==> src/hw/rtl/brng_pkg.sv <==
// ----------------------------------------------------------------------------
// brng_pkg
// Shared widths, mixing constants and controller states for the bounded
// xorshift128+ generator.
// ----------------------------------------------------------------------------
package brng_pkg;

  localparam int unsigned DATA_W = 64;
  localparam int unsigned CNT_W  = $clog2(DATA_W);

  typedef logic [DATA_W-1:0] word_t;
  typedef logic [CNT_W-1:0]  bitcnt_t;

  // splitmix64 constants
  localparam word_t GOLDEN_STEP = 64'h9E37_79B9_7F4A_7C15;
  localparam word_t MIX_MUL_A   = 64'hBF58_476D_1CE4_E5B9;
  localparam word_t MIX_MUL_B   = 64'h94D0_49BB_1331_11EB;
  localparam int unsigned MIX_SHIFT_A = 30;
  localparam int unsigned MIX_SHIFT_B = 27;
  localparam int unsigned MIX_SHIFT_C = 31;

  // xorshift128+ shifts
  localparam int unsigned XS_SHIFT_A = 23;
  localparam int unsigned XS_SHIFT_B = 18;
  localparam int unsigned XS_SHIFT_C = 5;

  // controller states
  typedef enum logic [3:0] {
    ST_IDLE,
    ST_CHECK,
    ST_SEED_A,
    ST_WAIT_A,
    ST_SEED_B,
    ST_WAIT_B,
    ST_DIVISOR,
    ST_WAIT_DIVISOR,
    ST_DRAW,
    ST_WAIT_DRAW,
    ST_DONE
  } brng_state_t;

  // handshake between controller and a serial arithmetic unit
  typedef struct packed {
    logic busy;
    logic done;
  } unit_status_t;

endpackage

==> src/hw/rtl/brng_req_if.sv <==
// ----------------------------------------------------------------------------
// brng_req_if
// Request channel: valid/ready handshake carrying the exclusive range bound.
// ----------------------------------------------------------------------------
interface brng_req_if;
  import brng_pkg::*;

  logic  valid;
  logic  ready;
  word_t range;

  modport source (output valid, output range, input ready);
  modport sink   (input valid, input range, output ready);

endinterface

==> src/hw/rtl/brng_rsp_if.sv <==
// ----------------------------------------------------------------------------
// brng_rsp_if
// Result channel: valid/ready handshake carrying the bounded random value.
// ----------------------------------------------------------------------------
interface brng_rsp_if;
  import brng_pkg::*;

  logic  valid;
  logic  ready;
  word_t random_value;

  modport source (output valid, output random_value, input ready);
  modport sink   (input valid, input random_value, output ready);

endinterface

==> src/hw/rtl/brng_serial_mul.sv <==
// ----------------------------------------------------------------------------
// brng_serial_mul
// Bit-serial shift-and-add multiplier, low word of the product, one
// multiplier bit per cycle.
// ----------------------------------------------------------------------------
module brng_serial_mul (
  input  logic                 clk,
  input  logic                 rst_n,
  input  logic                 start,
  input  brng_pkg::word_t      op_a,
  input  brng_pkg::word_t      op_b,
  output brng_pkg::unit_status_t status,
  output brng_pkg::word_t      product
);
  import brng_pkg::*;

  localparam bitcnt_t LAST = bitcnt_t'(DATA_W - 1);

  word_t   mcand_r;
  word_t   mplier_r;
  word_t   acc_r;
  bitcnt_t cnt_r;
  logic    busy_r;
  logic    done_r;

  // control: run one iteration per multiplier bit
  always_ff @(posedge clk) begin
    if (!rst_n) begin
      busy_r <= 1'b0;
      done_r <= 1'b0;
      cnt_r  <= '0;
    end else begin
      done_r <= busy_r && (cnt_r == LAST);
      if (start) begin
        busy_r <= 1'b1;
        cnt_r  <= '0;
      end else if (busy_r) begin
        cnt_r <= cnt_r + bitcnt_t'(1);
        if (cnt_r == LAST) begin
          busy_r <= 1'b0;
        end
      end
    end
  end

  // datapath: add shifted multiplicand when the low multiplier bit is set
  always_ff @(posedge clk) begin
    if (start) begin
      mcand_r  <= op_a;
      mplier_r <= op_b;
      acc_r    <= '0;
    end else if (busy_r) begin
      if (mplier_r[0]) begin
        acc_r <= acc_r + mcand_r;
      end
      mcand_r  <= {mcand_r[DATA_W-2:0], 1'b0};
      mplier_r <= {1'b0, mplier_r[DATA_W-1:1]};
    end
  end

  assign status.busy = busy_r;
  assign status.done = done_r;
  assign product     = acc_r;

endmodule

==> src/hw/rtl/brng_serial_div.sv <==
// ----------------------------------------------------------------------------
// brng_serial_div
// Restoring divider, one quotient bit per cycle, unsigned operands.
// ----------------------------------------------------------------------------
module brng_serial_div (
  input  logic                 clk,
  input  logic                 rst_n,
  input  logic                 start,
  input  brng_pkg::word_t      dividend,
  input  brng_pkg::word_t      divisor,
  output brng_pkg::unit_status_t status,
  output brng_pkg::word_t      quotient
);
  import brng_pkg::*;

  localparam bitcnt_t LAST = bitcnt_t'(DATA_W - 1);

  word_t             rem_r;
  word_t             quo_r;
  word_t             den_r;
  bitcnt_t           cnt_r;
  logic              busy_r;
  logic              done_r;
  logic [DATA_W:0]   trial;
  logic [DATA_W:0]   diff;
  logic              fits;

  // control: one iteration per quotient bit
  always_ff @(posedge clk) begin
    if (!rst_n) begin
      busy_r <= 1'b0;
      done_r <= 1'b0;
      cnt_r  <= '0;
    end else begin
      done_r <= busy_r && (cnt_r == LAST);
      if (start) begin
        busy_r <= 1'b1;
        cnt_r  <= '0;
      end else if (busy_r) begin
        cnt_r <= cnt_r + bitcnt_t'(1);
        if (cnt_r == LAST) begin
          busy_r <= 1'b0;
        end
      end
    end
  end

  // trial subtract of the divisor from the partial remainder
  always_comb begin
    trial = {rem_r, quo_r[DATA_W-1]};
    diff  = trial - {1'b0, den_r};
    fits  = (trial >= {1'b0, den_r});
  end

  // datapath: quotient bits shift in as dividend bits shift out
  always_ff @(posedge clk) begin
    if (start) begin
      rem_r <= '0;
      quo_r <= dividend;
      den_r <= divisor;
    end else if (busy_r) begin
      rem_r <= fits ? diff[DATA_W-1:0] : trial[DATA_W-1:0];
      quo_r <= {quo_r[DATA_W-2:0], fits};
    end
  end

  assign status.busy = busy_r;
  assign status.done = done_r;
  assign quotient    = quo_r;

endmodule

==> src/hw/rtl/bounded_xorshift128plus_rng.sv <==
// ----------------------------------------------------------------------------
// bounded_xorshift128plus_rng
// Returns a uniform random value below each request's range, from an
// xorshift128+ generator seeded by splitmix64 on first use.
//
//   channel   direction  handshake                payload
//   in_req    sink       in_req.valid/ready       range (64b)
//   out_rsp   source     out_rsp.valid/ready      random_value (64b)
//   cfg       write      cfg_wr_en                cfg_wr_data -> seed (64b)
//
// A range of 0 passes from acceptance through the check and done states
// back to idle and returns 0. Otherwise the serial divider first computes
// the divisor (all ones / range), then each draw is one pass of the serial
// divider; rejected draws repeat. The first nonzero-range request after
// reset first runs splitmix64 seeding (two words, two passes of the serial
// multiplier each). Reset clears the seed and both generator words. One
// request is in work at a time; a finished result waits in the output
// register while the next request is accepted.
// ----------------------------------------------------------------------------
module bounded_xorshift128plus_rng (
  input  logic            clk,
  input  logic            rst_n,
  brng_req_if.sink        in_req,
  brng_rsp_if.source      out_rsp,
  input  logic            cfg_wr_en,
  input  brng_pkg::word_t cfg_wr_data
);
  import brng_pkg::*;

  brng_state_t  state_r;
  brng_state_t  state_nxt;

  word_t        seed_r;
  word_t        gen0_r;
  word_t        gen1_r;
  word_t        range_r;
  word_t        divisor_r;
  word_t        counter_r;
  word_t        mix_r;
  word_t        result_r;
  logic         word_sel_r;
  word_t        out_data_r;
  logic         out_valid_r;

  logic         mul_start;
  word_t        mul_a;
  word_t        mul_b;
  unit_status_t mul_status;
  word_t        mul_product;

  logic         div_start;
  word_t        div_num;
  word_t        div_den;
  unit_status_t div_status;
  word_t        div_quotient;

  word_t        xs_a;
  word_t        xs_next1;
  word_t        xs_raw;
  word_t        mix_out;
  logic         unseeded;
  logic         out_free;
  logic         req_fire;

  // serial arithmetic units
  brng_serial_mul u_mul (
    .clk     (clk),
    .rst_n   (rst_n),
    .start   (mul_start),
    .op_a    (mul_a),
    .op_b    (mul_b),
    .status  (mul_status),
    .product (mul_product)
  );

  brng_serial_div u_div (
    .clk      (clk),
    .rst_n    (rst_n),
    .start    (div_start),
    .dividend (div_num),
    .divisor  (div_den),
    .status   (div_status),
    .quotient (div_quotient)
  );

  // xorshift128+ step and splitmix64 final mix
  always_comb begin
    xs_a     = gen0_r ^ (gen0_r << XS_SHIFT_A);
    xs_next1 = xs_a ^ gen1_r ^ (xs_a >> XS_SHIFT_B) ^ (gen1_r >> XS_SHIFT_C);
    xs_raw   = xs_next1 + gen1_r;
    mix_out  = mul_product ^ (mul_product >> MIX_SHIFT_C);
  end

  assign unseeded = (gen0_r == '0) && (gen1_r == '0);
  assign out_free = !out_valid_r || out_rsp.ready;
  assign req_fire = in_req.valid && in_req.ready;

  // next state
  always_comb begin
    state_nxt = state_r;
    unique case (state_r)
      ST_IDLE: begin
        if (in_req.valid) begin
          state_nxt = ST_CHECK;
        end
      end
      ST_CHECK: begin
        if (range_r == '0) begin
          state_nxt = ST_DONE;
        end else if (unseeded) begin
          state_nxt = ST_SEED_A;
        end else begin
          state_nxt = ST_DIVISOR;
        end
      end
      ST_SEED_A:  state_nxt = ST_WAIT_A;
      ST_WAIT_A: begin
        if (mul_status.done) begin
          state_nxt = ST_SEED_B;
        end
      end
      ST_SEED_B:  state_nxt = ST_WAIT_B;
      ST_WAIT_B: begin
        if (mul_status.done) begin
          state_nxt = word_sel_r ? ST_DIVISOR : ST_SEED_A;
        end
      end
      ST_DIVISOR: state_nxt = ST_WAIT_DIVISOR;
      ST_WAIT_DIVISOR: begin
        if (div_status.done) begin
          state_nxt = ST_DRAW;
        end
      end
      ST_DRAW:    state_nxt = ST_WAIT_DRAW;
      ST_WAIT_DRAW: begin
        if (div_status.done) begin
          state_nxt = (div_quotient >= range_r) ? ST_DRAW : ST_DONE;
        end
      end
      ST_DONE: begin
        if (out_free) begin
          state_nxt = ST_IDLE;
        end
      end
      default: state_nxt = ST_IDLE;
    endcase
  end

  // unit starts and operand selection
  always_comb begin
    in_req.ready = 1'b0;
    mul_start    = 1'b0;
    mul_a        = counter_r ^ (counter_r >> MIX_SHIFT_A);
    mul_b        = MIX_MUL_A;
    div_start    = 1'b0;
    div_num      = '1;
    div_den      = range_r;
    unique case (state_r)
      ST_IDLE:    in_req.ready = 1'b1;
      ST_SEED_A:  mul_start = 1'b1;
      ST_SEED_B: begin
        mul_start = 1'b1;
        mul_a     = mix_r ^ (mix_r >> MIX_SHIFT_B);
        mul_b     = MIX_MUL_B;
      end
      ST_DIVISOR: div_start = 1'b1;
      ST_DRAW: begin
        div_start = 1'b1;
        div_num   = xs_raw;
        div_den   = divisor_r;
      end
      default: begin
      end
    endcase
  end

  // state and control registers
  always_ff @(posedge clk) begin
    if (!rst_n) begin
      state_r     <= ST_IDLE;
      seed_r      <= '0;
      gen0_r      <= '0;
      gen1_r      <= '0;
      out_valid_r <= 1'b0;
    end else begin
      state_r <= state_nxt;
      if (cfg_wr_en) begin
        seed_r <= cfg_wr_data;
      end
      // seeded words land after the second multiply of each splitmix step
      if (state_r == ST_WAIT_B && mul_status.done) begin
        if (word_sel_r) begin
          gen1_r <= mix_out;
        end else begin
          gen0_r <= mix_out;
        end
      end
      // generator advances once per draw
      if (state_r == ST_DRAW) begin
        gen0_r <= gen1_r;
        gen1_r <= xs_next1;
      end
      // output register
      if (state_r == ST_DONE && out_free) begin
        out_valid_r <= 1'b1;
      end else if (out_rsp.ready) begin
        out_valid_r <= 1'b0;
      end
    end
  end

  // payload registers
  always_ff @(posedge clk) begin
    if (req_fire) begin
      range_r <= in_req.range;
    end
    if (state_r == ST_CHECK) begin
      counter_r  <= seed_r + GOLDEN_STEP;
      word_sel_r <= 1'b0;
      result_r   <= '0;
    end
    if (state_r == ST_WAIT_A && mul_status.done) begin
      mix_r <= mul_product;
    end
    if (state_r == ST_WAIT_B && mul_status.done) begin
      counter_r  <= counter_r + GOLDEN_STEP;
      word_sel_r <= 1'b1;
    end
    if (state_r == ST_WAIT_DIVISOR && div_status.done) begin
      divisor_r <= div_quotient;
    end
    if (state_r == ST_WAIT_DRAW && div_status.done) begin
      result_r <= div_quotient;
    end
    if (state_r == ST_DONE && out_free) begin
      out_data_r <= result_r;
    end
  end

  assign out_rsp.valid        = out_valid_r;
  assign out_rsp.random_value = out_data_r;

endmodule
==> src/flat_wrapper.sv <==
// flat-port wrapper written by rule: the top's interface ports become plain ports
module bounded_xorshift128plus_rng_flat import brng_pkg::*;
  (clk, rst_n, cfg_wr_en, cfg_wr_data, in_req_valid, in_req_range, in_req_ready, out_rsp_valid, out_rsp_random_value, out_rsp_ready);
  brng_req_if in_req_i ();
  brng_rsp_if out_rsp_i ();
  input  logic clk;
  input  logic rst_n;
  input  logic cfg_wr_en;
  input  brng_pkg::word_t cfg_wr_data;
  input wire logic [$bits(in_req_i.valid)-1:0] in_req_valid;
  input wire logic [$bits(in_req_i.range)-1:0] in_req_range;
  output wire logic [$bits(in_req_i.ready)-1:0] in_req_ready;
  output wire logic [$bits(out_rsp_i.valid)-1:0] out_rsp_valid;
  output wire logic [$bits(out_rsp_i.random_value)-1:0] out_rsp_random_value;
  input wire logic [$bits(out_rsp_i.ready)-1:0] out_rsp_ready;
  assign in_req_i.valid = in_req_valid;
  assign in_req_i.range = in_req_range;
  assign in_req_ready = in_req_i.ready;
  assign out_rsp_valid = out_rsp_i.valid;
  assign out_rsp_random_value = out_rsp_i.random_value;
  assign out_rsp_i.ready = out_rsp_ready;
  bounded_xorshift128plus_rng u_core (.clk(clk), .rst_n(rst_n), .in_req(in_req_i), .out_rsp(out_rsp_i), .cfg_wr_en(cfg_wr_en), .cfg_wr_data(cfg_wr_data));
endmodule
==> config.mk <==
export PLATFORM = sky130hd
export DESIGN_NAME = bounded_xorshift128plus_rng_flat
export DESIGN_NICKNAME = d
export VERILOG_FILES = /design/src/hw/rtl/brng_pkg.sv /design/src/hw/rtl/brng_req_if.sv /design/src/hw/rtl/brng_rsp_if.sv /design/src/hw/rtl/brng_serial_mul.sv /design/src/hw/rtl/brng_serial_div.sv /design/src/hw/rtl/bounded_xorshift128plus_rng.sv /design/src/flat_wrapper.sv
export SDC_FILE = /design/constraint.sdc
export NUM_CORES = 2
export LEC_CHECK = 0
export BUFFER_PORTS_ARGS = -buffer_cell sky130_fd_sc_hd__buf_4
export CORE_UTILIZATION = 34
export DETAILED_ROUTE_END_ITERATION = 12
export PLACE_DENSITY = 0.46
export REMOVE_ABC_BUFFERS = 1
export SYNTH_ARGS = -nofsm -noshare
export SYNTH_HDL_FRONTEND = slang
export SYNTH_HIERARCHICAL = 1
export SYNTH_SLANG_ARGS = --single-unit
==> constraint.sdc <==
create_clock -name clk -period 16 [get_ports clk]
set_input_delay 0.8 -clock clk [delete_from_list [all_inputs] [get_ports clk]]
set_output_delay 0.8 -clock clk [all_outputs]
set_load 0.01 [all_outputs]
==> results.ini <==
[die]
io_pins = 199
dieHeight_um = 412.2
rows = 150
die-area_um2 = 169900
start_util = 0.3425
core_area_um2 = 167000
die-width_um = 412.2

[clocking]
cts_resized = 0
root_buffer = clkbuf_16
cts.clk_slew.worst_paths_ns = 0.06
tritoncts = done
clkLatencyLatePin_ns = 0.77
clockBufferDepth = 3
cts.sinks = 982
postCtsHoldBufs = 0
htree_levels = 3
postCtsSetupBuffers = 0
numCtsBuffers = 117

[grt]
grt_start_max_net_pins = 148
grt_pass1_vias = 42990
grt_pass1_wl_um = 284300
antenna_found_initial = 3
grt-ovfl-total = 0
grt_use_total = 0.2216

[place]
place_area_um2 = 60950
dp_hpwl_um = 141100
numPortBuffers = 198
finalWeightedCongestion = 0.9323

[route]
post-route-drc-count = 0
ant_nets = 0
vias_per_cell = 5.327
first_pass_iters = 6
first_iter_violations = 3188
wirelength_um = 192000
vias = 43610
wl_per_cell_um = 23.46

[setup_path]
path_common_cell = buf_4
reg2regPathDepth = 12
start_kind = flop
setup.worst_path.start = u_core/state_r[2]$_SDFFE_PN0P_
rrSetupSlack_ns = 10.64
critPathRequiredTime_ns = 16.51
critPathTopFamily = simple AND/OR/NAND/NOR gates
rr_startpoint = u_core/state_r[2]$_SDFFE_PN0P_
cp.arrival_ns = 5.87
cp_cell_sequence = nand2b_1, nor2_4, buf_4, buf_4, mux2i_1, or3b_1, nor2_1, a21oi_2, o41ai_2, o211ai_1, a211oi_1, xor2_1
cpPeakStageDelay_ns = 0.80
worst-path-stages = 12
worstSetupEndpoint = u_core/counter_r[63]$_DFFE_PP_
end_kind = flop
crit_fanout = 76
path_class = flop to flop
critical_path_buf_inv_count = 2
rr_endpoint = u_core/counter_r[63]$_DFFE_PP_
crit_path_top_delay_cell = buf_4

[yosys]
avgSynthCellArea_um2 = 9.899
netlist_area_um2 = 57220
ys_warn_count = 6
synthCells = 5780

[timing]
tns_ns = 0
finClkSkew_ns = 0.02862
max_freq_mhz = 186.4
setup_viol = 0
finalHoldViolations = 0
post-route-period-util = 0.3352
slew_viol_final = 0
worst_pin_slew_ns = 1.204
period_needed_ns = 5.364
slew_headroom = 0.1956
rsz0062_at_grt = false

[min_path]
hold_class = primary input to flop

[layout]
post-route-util = 0.3887
final_area_um2 = 64920
final_cell_mix = nand2_1 (779), edfxtp_1 (640), xnor2_1 (369), dfxtp_1 (341), a21oi_1 (336)
areaGrowthSynthToFinish_pct = 13.47
final_nets = 6268
drive_gt1_frac = 0.1242
final_common_cell = nand2_1

[power]
leakage_nw = 24.85
power_density_nw_per_um2 = 159.6
power_w = 0.01036
ir_worst_vdd_uv = 90.31

[job]
max_cap_viol_count = 0

[run_status]
status = completed

[layout make-up]
type | instances | area [um^2]
clock inverters | 73 | 807.0
fillers | 16680 | 102100
multi-input cells | 4297 | 29290
inverters | 206 | 773.2
diodes | 2 | 5.005
flip-flops and latches | 982 | 26070
clock buffers | 150 | 3163
repair buffers | 272 | 2058
well taps | 2204 | 2758
[registers in the layout, summed over array words and instances, names as in the netlist, 64 cells and up]
| name | cells |
|---|---|
| u_core/result_r | 64 |
| u_core/u_div/den_r | 64 |
| u_core/out_rsp.random_value | 64 |
| u_core/divisor_r | 64 |
| u_core/u_div/quotient | 64 |
| u_core/seed_r | 64 |
| u_core/u_mul/product | 64 |
| u_core/u_mul/mcand_r | 64 |
| u_core/u_mul/mplier_r | 64 |
| u_core/range_r | 64 |
| u_core/gen0_r | 64 |
| u_core/gen1_r | 64 |
| u_core/u_div/rem_r | 64 |
| u_core/counter_r | 64 |
| u_core/mix_r | 64 |
[worst min path at each step]
stage	to	cells after the start	startpoint
floorplan	u_core/out_rsp.random_value[0]$_DFFE_PP_	0	u_core/result_r[0]$_SDFFCE_PN0P_
global placement	u_core/out_rsp.random_value[19]$_DFFE_PP_	0	u_core/result_r[19]$_SDFFCE_PN0P_
detailed placement	u_core/out_rsp.random_value[19]$_DFFE_PP_	0	u_core/result_r[19]$_SDFFCE_PN0P_
CTS	u_core/range_r[5]$_DFFE_PP_	1	in_req_range[5]
global route	u_core/range_r[6]$_DFFE_PP_	1	in_req_range[6]
finish	u_core/range_r[31]$_DFFE_PP_	1	in_req_range[31]
[worst register-to-register path, stage by stage, from the launching register on]
cell and delay [ns]:
dfxtp_1 0.67, nand2b_1 0.41, nor2_4 0.42, buf_4 0.45, buf_4 0.82, mux2i_1 0.47
or3b_1 0.48, nor2_1 0.15, a21oi_2 0.13, o41ai_2 0.49, o211ai_1 0.20, a211oi_1 0.31
xor2_1 0.11
[metrics by stage]
step           instances  setup slack [ns]  hold WS (ns)
2_1_floorplan       5485            -1.623        0.4003
3_3_place_gp        7961             10.60        0.4025
3_5_place_dp        7961             10.58        0.4045
4_1_cts             8184             10.54        0.1448
5_1_grt             8184             10.26        0.1590
6_report            8186             10.64        0.2075
[report_power, final]
part           total (W)  internal (W)  switching, W
logic            0.00369       0.00139       0.00230
clock network    0.00279       0.00163       0.00116
registers        0.00389       0.00340      0.000484
total             0.0104       0.00642       0.00395
[routing by layer]
layer  vias up  global-route usage  share of wire
met5         -                   0              0
met4         0             0.08033          0.038
met3       279             0.02354          0.033
met2       934              0.3845           0.49
met1     21220              0.2832           0.44
li1      21170                   -              -
(Power assumes the default switching activity.)
